[src/rtl/srtf_pkg.sv]
`timescale 1ns / 1ps
`default_nettype none
// ----------------------------------------------------------------------------
// SRTF scheduler package
// Field widths, record kinds and the command/status bundles shared by the
// controller and the datapath.
// ----------------------------------------------------------------------------
package srtf_pkg;

  localparam int ARR_W    = 16;
  localparam int BURST_W  = 16;
  localparam int WORD_W   = ARR_W + 2 * BURST_W;
  localparam int TICK_W   = 21;
  localparam int TOTAL_W  = 25;
  localparam int Q8_W     = 29;
  localparam int IDX_W    = 4;
  localparam int DIVQ_W   = TOTAL_W + 8;
  localparam int DIV_STEPS = DIVQ_W;
  localparam int DIVC_W   = $clog2(DIV_STEPS + 1);

  localparam logic KIND_COMPLETION = 1'b0;
  localparam logic KIND_SUMMARY    = 1'b1;

  typedef struct packed {
    logic load;
    logic scan_start;
    logic scan_read;
    logic serve;
    logic idle_advance;
    logic finish;
    logic emit_completion;
    logic div_start;
    logic div_step;
    logic emit_summary;
  } srtf_cmd_t;

  typedef struct packed {
    logic found;
    logic any_left;
    logic next_ahead;
    logic best_last;
    logic scan_last;
    logic run_done;
    logic div_last;
    logic out_free;
  } srtf_sts_t;

endpackage
`default_nettype wire

[src/rtl/srtf_scheduler.sv]
`timescale 1ns / 1ps
`default_nettype none
// ----------------------------------------------------------------------------
// SRTF scheduler
// Shortest-remaining-time-first scheduler: loads processes, runs them tick by
// tick and reports each completion and the run averages.
// ----------------------------------------------------------------------------
// Loading takes one process per cycle. The item marked last_process starts the
// run and the input stalls until the summary record has been placed in the
// output register.
// Each scheduling tick scans every loaded process through the single read port
// of the process store, one slot per cycle, then waits for the last read and
// decides; a completion adds a finish and an emit state, the latter held by
// any output stall, and idle gaps are skipped in one tick. The closing averages
// come from a bit-serial divider that runs a load step and 33 quotient steps
// before the summary record is issued.
// ----------------------------------------------------------------------------
module srtf_scheduler import srtf_pkg::*; #(
  parameter int MAX_PROCS = 16
) (
  input  wire logic               clk,
  input  wire logic               rst,
  input  wire logic               item_valid,
  output logic                    item_stall,
  input  wire logic [ARR_W-1:0]   arrival_tick,
  input  wire logic [BURST_W-1:0] burst_length,
  input  wire logic               last_process,
  output logic                    result_valid,
  input  wire logic               result_stall,
  output logic                    result_kind,
  output logic [IDX_W-1:0]        process_index,
  output logic [TICK_W-1:0]       waiting_ticks,
  output logic [TICK_W-1:0]       turnaround_ticks,
  output logic [Q8_W-1:0]         avg_waiting_q8,
  output logic [Q8_W-1:0]         avg_turnaround_q8,
  output logic                    last_result
);

  srtf_cmd_t cmd;
  srtf_sts_t sts;

  srtf_ctrl u_ctrl (
    .clk          (clk),
    .rst          (rst),
    .item_valid   (item_valid),
    .item_stall   (item_stall),
    .last_process (last_process),
    .sts          (sts),
    .cmd          (cmd)
  );

  srtf_datapath #(
    .MAX_PROCS (MAX_PROCS)
  ) u_datapath (
    .clk               (clk),
    .rst               (rst),
    .cmd               (cmd),
    .sts               (sts),
    .arrival_tick      (arrival_tick),
    .burst_length      (burst_length),
    .result_valid      (result_valid),
    .result_stall      (result_stall),
    .result_kind       (result_kind),
    .process_index     (process_index),
    .waiting_ticks     (waiting_ticks),
    .turnaround_ticks  (turnaround_ticks),
    .avg_waiting_q8    (avg_waiting_q8),
    .avg_turnaround_q8 (avg_turnaround_q8),
    .last_result       (last_result)
  );

endmodule
`default_nettype wire

[src/rtl/srtf_ctrl.sv]
`timescale 1ns / 1ps
`default_nettype none
// ----------------------------------------------------------------------------
// SRTF controller
// Sequences loading, the per-tick scan/serve loop, completion and summary
// transfers, and the averaging division.
// ----------------------------------------------------------------------------
module srtf_ctrl import srtf_pkg::*; (
  input  wire logic clk,
  input  wire logic rst,
  input  wire logic item_valid,
  output logic      item_stall,
  input  wire logic last_process,
  input  wire srtf_sts_t sts,
  output srtf_cmd_t cmd
);

  typedef enum logic [3:0] {
    ST_IDLE,
    ST_CHECK,
    ST_SCAN,
    ST_SCAN_WAIT,
    ST_DECIDE,
    ST_FINISH,
    ST_EMIT,
    ST_DIV_START,
    ST_DIV,
    ST_SUMMARY
  } state_t;

  state_t state, state_next;

  always_comb begin
    cmd        = '0;
    state_next = state;
    case (state)
      ST_IDLE: begin
        if (item_valid && !item_stall) begin
          cmd.load = 1'b1;
          if (last_process) state_next = ST_CHECK;
        end
      end
      ST_CHECK: begin
        if (sts.run_done) begin
          state_next = ST_DIV_START;
        end else begin
          cmd.scan_start = 1'b1;
          state_next     = ST_SCAN;
        end
      end
      ST_SCAN: begin
        cmd.scan_read = 1'b1;
        if (sts.scan_last) state_next = ST_SCAN_WAIT;
      end
      ST_SCAN_WAIT: begin
        state_next = ST_DECIDE;
      end
      ST_DECIDE: begin
        if (sts.found) begin
          cmd.serve  = 1'b1;
          state_next = sts.best_last ? ST_FINISH : ST_CHECK;
        end else if (sts.any_left) begin
          cmd.idle_advance = 1'b1;
          state_next       = ST_CHECK;
        end else begin
          state_next = ST_DIV_START;
        end
      end
      ST_FINISH: begin
        cmd.finish = 1'b1;
        state_next = ST_EMIT;
      end
      ST_EMIT: begin
        if (sts.out_free) begin
          cmd.emit_completion = 1'b1;
          state_next          = ST_CHECK;
        end
      end
      ST_DIV_START: begin
        cmd.div_start = 1'b1;
        state_next    = ST_DIV;
      end
      ST_DIV: begin
        cmd.div_step = 1'b1;
        if (sts.div_last) state_next = ST_SUMMARY;
      end
      ST_SUMMARY: begin
        if (sts.out_free) begin
          cmd.emit_summary = 1'b1;
          state_next       = ST_IDLE;
        end
      end
      default: begin
        state_next = ST_IDLE;
      end
    endcase
  end

  always_ff @(posedge clk) begin
    if (rst) begin
      state      <= ST_IDLE;
      item_stall <= 1'b0;
    end else begin
      state      <= state_next;
      item_stall <= (state_next != ST_IDLE);
    end
  end

endmodule
`default_nettype wire

[src/rtl/srtf_datapath.sv]
`timescale 1ns / 1ps
`default_nettype none
// ----------------------------------------------------------------------------
// SRTF datapath
// Process store, scan comparator, tick and total counters, two-lane
// restoring divider and the result register.
// ----------------------------------------------------------------------------
module srtf_datapath import srtf_pkg::*; #(
  parameter int MAX_PROCS = 16
) (
  input  wire logic                 clk,
  input  wire logic                 rst,
  input  wire srtf_cmd_t            cmd,
  output srtf_sts_t                 sts,
  input  wire logic [ARR_W-1:0]     arrival_tick,
  input  wire logic [BURST_W-1:0]   burst_length,
  output logic                      result_valid,
  input  wire logic                 result_stall,
  output logic                      result_kind,
  output logic [IDX_W-1:0]          process_index,
  output logic [TICK_W-1:0]         waiting_ticks,
  output logic [TICK_W-1:0]         turnaround_ticks,
  output logic [Q8_W-1:0]           avg_waiting_q8,
  output logic [Q8_W-1:0]           avg_turnaround_q8,
  output logic                      last_result
);

  localparam int LW = $clog2(MAX_PROCS + 1);
  localparam int IW = (MAX_PROCS > 1) ? $clog2(MAX_PROCS) : 1;
  localparam int RW = LW + 1;

  logic [WORD_W-1:0]  mem [MAX_PROCS];
  logic [WORD_W-1:0]  rd_word;
  logic               rd_vld;
  logic [IW-1:0]      rd_idx;
  logic [IW-1:0]      scan_addr;

  logic [LW-1:0]      loaded_count;
  logic [LW-1:0]      finished_count;
  logic [TICK_W-1:0]  current_tick;
  logic [TOTAL_W-1:0] total_waiting;
  logic [TOTAL_W-1:0] total_turnaround;

  logic               found;
  logic               any_left;
  logic [IW-1:0]      best_idx;
  logic [ARR_W-1:0]   best_arr;
  logic [BURST_W-1:0] best_burst;
  logic [BURST_W-1:0] best_rem;
  logic [ARR_W-1:0]   next_arr;
  logic [TICK_W-1:0]  turn;
  logic [TICK_W-1:0]  wait_t;

  logic [DIVQ_W-1:0]  quot_w, quot_t;
  logic [RW-1:0]      rem_w, rem_t;
  logic [LW-1:0]      divisor;
  logic [DIVC_W-1:0]  div_cnt;

  logic [BURST_W-1:0] burst_fix;
  logic               full;
  logic [ARR_W-1:0]   rd_arr;
  logic [BURST_W-1:0] rd_rem;
  logic               take;
  logic               pend;
  logic [RW-1:0]      sh_w, sh_t;
  logic               ge_w, ge_t;

  assign burst_fix = (burst_length == '0) ? BURST_W'(1) : burst_length;
  assign full      = (loaded_count == LW'(MAX_PROCS));
  assign rd_arr    = rd_word[WORD_W-1 -: ARR_W];
  assign rd_rem    = rd_word[BURST_W-1:0];

  assign take = rd_vld && (rd_rem != '0) && (TICK_W'(rd_arr) <= current_tick)
                && (!found || (rd_rem < best_rem));
  assign pend = rd_vld && (rd_rem != '0) && (!any_left || (rd_arr < next_arr));

  assign sh_w = {rem_w[RW-2:0], quot_w[DIVQ_W-1]};
  assign sh_t = {rem_t[RW-2:0], quot_t[DIVQ_W-1]};
  assign ge_w = (sh_w >= RW'(divisor));
  assign ge_t = (sh_t >= RW'(divisor));

  always_comb begin
    sts.found      = found;
    sts.any_left   = any_left;
    sts.next_ahead = (TICK_W'(next_arr) > current_tick);
    sts.best_last  = (best_rem == BURST_W'(1));
    sts.scan_last  = (LW'(scan_addr) == (loaded_count - LW'(1)));
    sts.run_done   = (finished_count == loaded_count);
    sts.div_last   = (div_cnt == DIVC_W'(1));
    sts.out_free   = !result_valid || !result_stall;
  end

  // store: one write and one registered read per cycle
  always_ff @(posedge clk) begin
    if (cmd.load && !full) begin
      mem[loaded_count[IW-1:0]] <= {arrival_tick, burst_fix, burst_fix};
    end else if (cmd.serve) begin
      mem[best_idx] <= {best_arr, best_burst, best_rem - BURST_W'(1)};
    end
    if (cmd.scan_read) begin
      rd_word <= mem[scan_addr];
    end
  end

  // scan comparator and best-candidate registers
  always_ff @(posedge clk) begin
    rd_idx <= scan_addr;
    if (take) begin
      best_idx   <= rd_idx;
      best_arr   <= rd_arr;
      best_burst <= rd_word[2*BURST_W-1 -: BURST_W];
      best_rem   <= rd_rem;
    end
    if (pend) begin
      next_arr <= rd_arr;
    end
    if (cmd.serve) begin
      turn <= current_tick - TICK_W'(best_arr) + TICK_W'(1);
    end
    if (cmd.finish) begin
      wait_t <= turn - TICK_W'(best_burst);
    end
  end

  always_ff @(posedge clk) begin
    if (rst) begin
      rd_vld    <= 1'b0;
      found     <= 1'b0;
      any_left  <= 1'b0;
      scan_addr <= '0;
    end else begin
      rd_vld <= cmd.scan_read;
      if (cmd.scan_start) begin
        found     <= 1'b0;
        any_left  <= 1'b0;
        scan_addr <= '0;
      end else begin
        if (cmd.scan_read) scan_addr <= scan_addr + IW'(1);
        if (take) found <= 1'b1;
        if (pend) any_left <= 1'b1;
      end
    end
  end

  // run counters
  always_ff @(posedge clk) begin
    if (rst || cmd.emit_summary) begin
      loaded_count     <= '0;
      finished_count   <= '0;
      current_tick     <= '0;
      total_waiting    <= '0;
      total_turnaround <= '0;
    end else begin
      if (cmd.load && !full) loaded_count <= loaded_count + LW'(1);
      if (cmd.serve) begin
        current_tick <= current_tick + TICK_W'(1);
      end else if (cmd.idle_advance) begin
        current_tick <= sts.next_ahead ? TICK_W'(next_arr) : current_tick + TICK_W'(1);
      end
      if (cmd.finish) begin
        finished_count   <= finished_count + LW'(1);
        total_turnaround <= total_turnaround + TOTAL_W'(turn);
      end
      if (cmd.emit_completion) begin
        total_waiting <= total_waiting + TOTAL_W'(wait_t);
      end
    end
  end

  // two-lane restoring divider, one quotient bit per cycle
  always_ff @(posedge clk) begin
    if (rst) begin
      div_cnt <= '0;
    end else if (cmd.div_start) begin
      div_cnt <= DIVC_W'(DIV_STEPS);
    end else if (cmd.div_step) begin
      div_cnt <= div_cnt - DIVC_W'(1);
    end
    if (cmd.div_start) begin
      quot_w  <= {total_waiting, 8'd0};
      quot_t  <= {total_turnaround, 8'd0};
      rem_w   <= '0;
      rem_t   <= '0;
      divisor <= (loaded_count == '0) ? LW'(1) : loaded_count;
    end else if (cmd.div_step) begin
      quot_w <= {quot_w[DIVQ_W-2:0], ge_w};
      quot_t <= {quot_t[DIVQ_W-2:0], ge_t};
      rem_w  <= ge_w ? sh_w - RW'(divisor) : sh_w;
      rem_t  <= ge_t ? sh_t - RW'(divisor) : sh_t;
    end
  end

  // result register
  always_ff @(posedge clk) begin
    if (rst) begin
      result_valid <= 1'b0;
    end else if (cmd.emit_completion || cmd.emit_summary) begin
      result_valid <= 1'b1;
    end else if (!result_stall) begin
      result_valid <= 1'b0;
    end
    if (cmd.emit_completion) begin
      result_kind       <= KIND_COMPLETION;
      process_index     <= IDX_W'(best_idx);
      waiting_ticks     <= wait_t;
      turnaround_ticks  <= turn;
      avg_waiting_q8    <= '0;
      avg_turnaround_q8 <= '0;
      last_result       <= 1'b0;
    end else if (cmd.emit_summary) begin
      result_kind       <= KIND_SUMMARY;
      process_index     <= '0;
      waiting_ticks     <= '0;
      turnaround_ticks  <= '0;
      avg_waiting_q8    <= quot_w[Q8_W-1:0];
      avg_turnaround_q8 <= quot_t[Q8_W-1:0];
      last_result       <= 1'b1;
    end
  end

endmodule
`default_nettype wire

[config.mk]
export PLATFORM = sky130hd
export DESIGN_NAME = srtf_scheduler
export DESIGN_NICKNAME = d
export VERILOG_FILES = /design/src/rtl/srtf_pkg.sv /design/src/rtl/srtf_scheduler.sv /design/src/rtl/srtf_ctrl.sv /design/src/rtl/srtf_datapath.sv
export SDC_FILE = /design/constraint.sdc
export NUM_CORES = 2
export LEC_CHECK = 0
export BUFFER_PORTS_ARGS = -buffer_cell sky130_fd_sc_hd__buf_4
export CAP_MARGIN = 30
export CORE_ASPECT_RATIO = 0.5
export CORE_UTILIZATION = 55
export CTS_CLUSTER_DIAMETER = 200
export CTS_CLUSTER_SIZE = 16
export DETAILED_ROUTE_END_ITERATION = 16
export PLACE_DENSITY = 0.71
export SETUP_SLACK_MARGIN = 0.1
export SYNTH_ARGS = -nofsm -noshare
export SYNTH_HDL_FRONTEND = slang
export SYNTH_SLANG_ARGS = --single-unit
export TNS_END_PERCENT = 30
[constraint.sdc]
create_clock -name clk -period 5.4 [get_ports clk]
set_input_delay 0.54 -clock clk [delete_from_list [all_inputs] [get_ports clk]]
set_output_delay 0.54 -clock clk [all_outputs]
set_load 0.02 [all_outputs]
# == Yosys cells after proc, flatten, opt, wreduce, memory -nomap -nowiden ==
# Memories as Yosys holds them, arrays and structs flattened. A register that Yosys moved wholly into a read port is not among the register bits.
# Cells that the tools add are included.
# word_totals
ff_bits,400
latchBits,0
ram_bits,768
rom_bits,0
input_bits,37
output_inout_bits,108
word_cells,152
mem_count,1
# memory_table
memory,depth,width,read_ports,rd_clocked_by_memory_dff,wr,line,text
u_datapath.mem,16,48,1,1,1,srtf_datapath.sv:32,logic [WORD_W-1:0] mem [MAX_PROCS];
# classes
n_addsub,14
multipliers,0
n_div,0
magnitude_cmp,6
eq_ne,15
shift,0
muxes,53
bitwise,0
reduce_logical,28
# op_table
op,count
33-bit 2-to-1 mux,4
21-bit 2-to-1 mux,6
25-bit by 21-bit adder with 25-bit output,2
48-bit 2-to-1 mux,1
48-bit OR reduction,1
"21-bit by 1-bit adder with 21-bit output, second input constant",2
21-bit by 16-bit subtractor with 21-bit output,2
4-bit 2-to-1 mux,10
4-bit case mux with 10 select lines,1
16-bit < comparator,2
1-bit 2-to-1 mux,22
16-bit by 21-bit greater-than comparator with 1-bit output,1
16-bit by 21-bit <= comparator with 1-bit output,1
"16-bit by 1-bit == test with 1-bit output, second input constant",1
"4-bit by 3-bit == test with 1-bit output, second input constant",4
16-bit logical NOT,1
16-bit 2-to-1 mux,1
16-bit nonzero test,1
"16-bit by 1-bit subtractor with 16-bit output, second input constant",1
6-bit by 5-bit >= comparator with 1-bit output,2
6-bit 2-to-1 mux,2
"5-bit by 1-bit adder with 5-bit output, second input constant",2
5-bit 2-to-1 mux,2
5-bit subtractor,2
other kinds (21),42

# == Longest topological paths before layout ==
# logic_depth
word_depth,9
depth_mapped,14
mapped_depth_nobuf,14

# == By module ==
# From an unflattened synthesis, not the netlist that was laid out.
# unflattened
hier_cells,3386
area_unflattened_um2,52464.1
# by_module_without_submodules
module,n_inst,cells_each,area_per_inst_um2,seq_area_each_um2
srtf_datapath,1,3329,51993.6,34523.1
srtf_ctrl,1,57,470.5,100.1

# == Worst setup path before layout ==
# Ideal clock, no wire load.
# synth_timing
kind,reg2reg
from,register u_ctrl.state[3]
to,register u_ctrl.item_stall
setup_ps,74
arrival_time_ps,5008
t_required_ps,5326
setup_slack_ps,317
stages_incl_launch_ff,9
path_buffers,1
synth_period_minus_slack_ps,5083
path_cell_list,dfxtp_1 > clkbuf_1 > inv_1 > nand2_1 > nor3_1 > nand3b_1 > a2111oi_0 > nor3_1 > a31oi_1
# synth_between
elab_chain_cells,4
word_cells_on_any_way,18
cone_classes,eq/ne: 9; mux: 7; reduce/logical: 2
# synth_lines
element,line,text
start: declaration,srtf_ctrl.sv:31,"state_t state, state_next;"
start signal: assignment,srtf_ctrl.sv:104,state <= state_next;
4-bit 2-to-1 mux,srtf_ctrl.sv:40,if (last_process) state_next = ST_CHECK;
4-bit 2-to-1 mux,srtf_ctrl.sv:38,if (item_valid && !item_stall) begin
4-bit case mux with 10 select lines *,srtf_ctrl.sv:36,case (state)
4-bit nonzero test *,srtf_ctrl.sv:105,item_stall <= (state_next != ST_IDLE);
end signal: assignment,srtf_ctrl.sv:105,
end: declaration,srtf_ctrl.sv:12,"output logic item_stall,"
# Every way passes the cells marked *; elsewhere a longest branch is shown, timed or not.
# A chain may end at the register's enable or synchronous reset.

==> flow_metrics.tcl <==
set metrics [dict create \
    fin_ws_ns 1.57 \
    hp-class "in -> reg" \
    ctsResizeCount 0 \
    reg2regPathDepth 7 \
    cp-end-kind "flip-flop" \
    hold_depth 2 \
    grt_max_degree 90 \
    fin_crit_ns 3.83 \
    rrSetupSlack_ns 1.57 \
    powerDensity_nw_per_um2 353 \
    die_h_um 219 \
    cp-start-kind "flip-flop" \
    final_cell_count_no_fill 4840 \
    drive_gt1_share_pct 17.5 \
    syn_area_per_cell_sq_um 15.3 \
    multiInputGateArea_sq_um 16200 \
    firstDrtPassIters 6 \
    synth_mux_area_share_pct 10.6 \
    synth_xor_area_share_pct 1.74 \
    via_count 29799 \
    path_class "reg -> reg" \
    antenna_cells 0 \
    p_leak_nw 19.4 \
    grt.total_usage_pct 25.5 \
    slew_headroom_pct 30.5 \
    max_stage_delay_ns 0.69 \
    clk_pin_slew_ns 0.08 \
    holdPathEnd "u_datapath.result_valid" \
    cp.required_ns 5.72 \
    synth.distinct_cells 80 \
    ant_nets 0 \
    cts-root-buf "clkbuf_16" \
    vdd_ir_drop_max_uv 291 \
    seq_area_sq_um 34600 \
    first_iter_violations 2970 \
    port_buffers 144 \
    synth_compound_area_share_pct 7.03 \
    synth_top_family_by_area "multiplexers" \
    synth_seq_cells 1216 \
    insertion_delay_ns 0.71 \
    place_congestion 0.914 \
    postLayoutCoreUtil_pct 61.6 \
    min_from "rst" \
    area_growth_pct 10.8 \
    htreeDepth 3 \
    pre_cts_slack_ns 1.60 \
    synth-edff-count 1027 \
    critPathTopFamily "simple AND/OR/NAND/NOR gates" \
    fin_nets 3777 \
    placed_cells 4718 \
    period_share_pct 71.0 \
    first_global_vias 29311 \
    vias_per_cell 6.16 \
    status "finished, final reports clean" \
    cts_tree "yes" \
    num_rows 79 \
    r2r_end "u_datapath.mem[13][16]" \
    drv_slew 0 \
    synth-simple-area-share_pct 6.91 \
    finalClockSkew_ns 0.0361 \
    synth-main-ff-cell "edfxtp_1" \
    clockBufferDepth 3 \
    start_util_pct 55.6 \
    drc 0 \
    finalHoldViolations 0 \
    design.die.area_sq_um 95400 \
    netlist_instances 3382 \
    post-synth-top-area-cell "edfxtp_1" \
    crit_path_max_fanout 36 \
    total_power_mw 20.3 \
    fin_tns_setup_ns 0 \
    routedWlPerCell_um 25.0 \
    syn_area_sq_um 51800 \
    synthAdderAreaFrac_pct 4.61 \
    synth_nets 3606 \
    grt_pass1_wl_um 182000 \
    cp_num_buf_inv 2 \
    synth.top_cell.area_share_pct 59.6 \
    numCtsBuffers 85 \
    yosys_warnings 0 \
    fmax_mhz 261 \
    dp_hpwl_um 76600 \
    final_area_sq_um 57300 \
    grt_overflow 0 \
    finalSetupViolCount 0 \
    rsz0062_at_grt "false" \
    die_x_um 436 \
    core_area_sq_um 93100 \
    crit_arrival_ns 4.15 \
    yosysSeqAreaShare_pct 66.9 \
    fill_cells 6757 \
    post_cts_buffers 0 \
    critPathSlowestCell "buf_4" \
    post_dp_cell_area_sq_um 54900 \
    antenna_found_initial 3 \
    yosys-top-cells-area "edfxtp_1, mux4_2, dfxtp_1" \
    max_cap_violations 0 \
    fin_hold_ws_ns 0.156 \
    ctsHoldBuffers 0 \
    r2r_start "u_ctrl.state[0]" \
    wirelength_um 121000 \
    postSynth.asyncResetShare_pct 0 \
    cts_sinks 1216 \
    worstMarginPinSlew_ns 1.04 \
    io_pins 145 \
    crit_chain "and2b_1 -> nand3_4 -> clkinv_1 -> nor3_1 -> a31oi_1 -> nor2_4 -> buf_4" \
]
## registers in the layout (all words and copies together), names as in the netlist, 5 cells and up
name                          count
u_datapath.mem                  768
u_datapath.rd_word               48
u_datapath.quot_t                33
u_datapath.quot_w                33
u_datapath.avg_turnaround_q8     29
u_datapath.avg_waiting_q8        29
u_datapath.total_turnaround      25
u_datapath.total_waiting         25
u_datapath.current_tick          21
u_datapath.turn                  21
u_datapath.turnaround_ticks      21
u_datapath.wait_t                21
u_datapath.waiting_ticks         21
u_datapath.best_arr              16
u_datapath.best_burst            16
u_datapath.best_rem              16
u_datapath.next_arr              16
u_datapath.div_cnt                6
u_datapath.divisor                5
u_datapath.finished_count         5
u_datapath.loaded_count           5
u_datapath.rem_t                  5
u_datapath.rem_w                  5
## worst reg2reg max path: cells and delay by family (launching register included)
kind,cells,cell delay [ns]
buffers and inverters,2,1.11
AND/OR/NAND/NOR,4,1.42
flip-flops,1,0.64
AO/OA/AOI/OAI,1,0.24
## cells in the mapped netlist (all sizes together), types with 50 or more instances
cell type  number
a21oi         199
a22o           51
and2           50
clkbuf        122
dfxtp         189
edfxtp       1027
ha            181
inv           145
mux4          240
nand2         292
nand3          62
nor2          131
nor3           55
o21ai         132
xnor2          73
## where the power goes
group	internal [mW]	switching, mW
Clock	2.94	3.14
Combinational	1.44	1.63
Sequential	10.8	0.351
## area by class of cell
| type | instances | area share (%) |
|---|---|---|
| well taps | 1255 | 2.74 |
| clock inverters | 6 | 0.242 |
| flip-flops and latches | 1216 | 60.4 |
| multi-input cells | 1866 | 28.2 |
| repair buffers | 238 | 3.51 |
| inverters | 146 | 0.956 |
| clock buffers | 113 | 3.93 |
## cell usage in the layout, fill, tap and decap left out, types with 49 or more instances in the layout
master | Yosys | layout
edfxtp_1 | 1027 | 1027
nand2_1 | 292 | 291
mux4_2 | 240 | 240
buf_4 | 1 | 218
a21oi_1 | 198 | 196
dfxtp_1 | 189 | 185
ha_1 | 181 | 181
inv_1 | 144 | 143
o21ai_0 | 129 | 129
nor2_1 | 130 | 113
clkbuf_16 | 0 | 86
xnor2_1 | 73 | 73
nand3_1 | 62 | 60
nor3_1 | 54 | 52
a22o_1 | 51 | 51
and2_1 | 49 | 49
## kinds of logic after synthesis
group / count (synthesis)
flops: 1216
mux: 249
buf+inv: 300
simple gates: 754
xor+xnor: 103
compound gates: 573
fa+ha+maj: 187
## worst max path at each step
stage,start,to,slack (ns),cells after the start
5_1_grt,u_ctrl.state[0],u_datapath.mem[13][40],1.39,7
3_3_place_gp,u_datapath.current_tick[1],u_datapath.best_arr[4],1.75,11
6_report,u_ctrl.state[0],u_datapath.mem[13][16],1.57,7
2_1_floorplan,u_ctrl.state[3],u_ctrl.item_stall,0.32,8
4_1_cts,u_ctrl.state[0],u_datapath.mem[14][16],1.56,7
3_5_place_dp,u_ctrl.state[0],u_datapath.mem[14][18],1.60,7
## metal layers
metal	vias up	part of all wire [%]	global-route usage, %	routed length, um
met1	15225	43	36.2	52300
met4	0	2.6	7.47	3170
met5	-	0	0	0
met2	1054	46	40.2	56300
li1	13347	-	-	-
met3	173	7.7	5.36	9300
(Power assumes the default switching activity.)
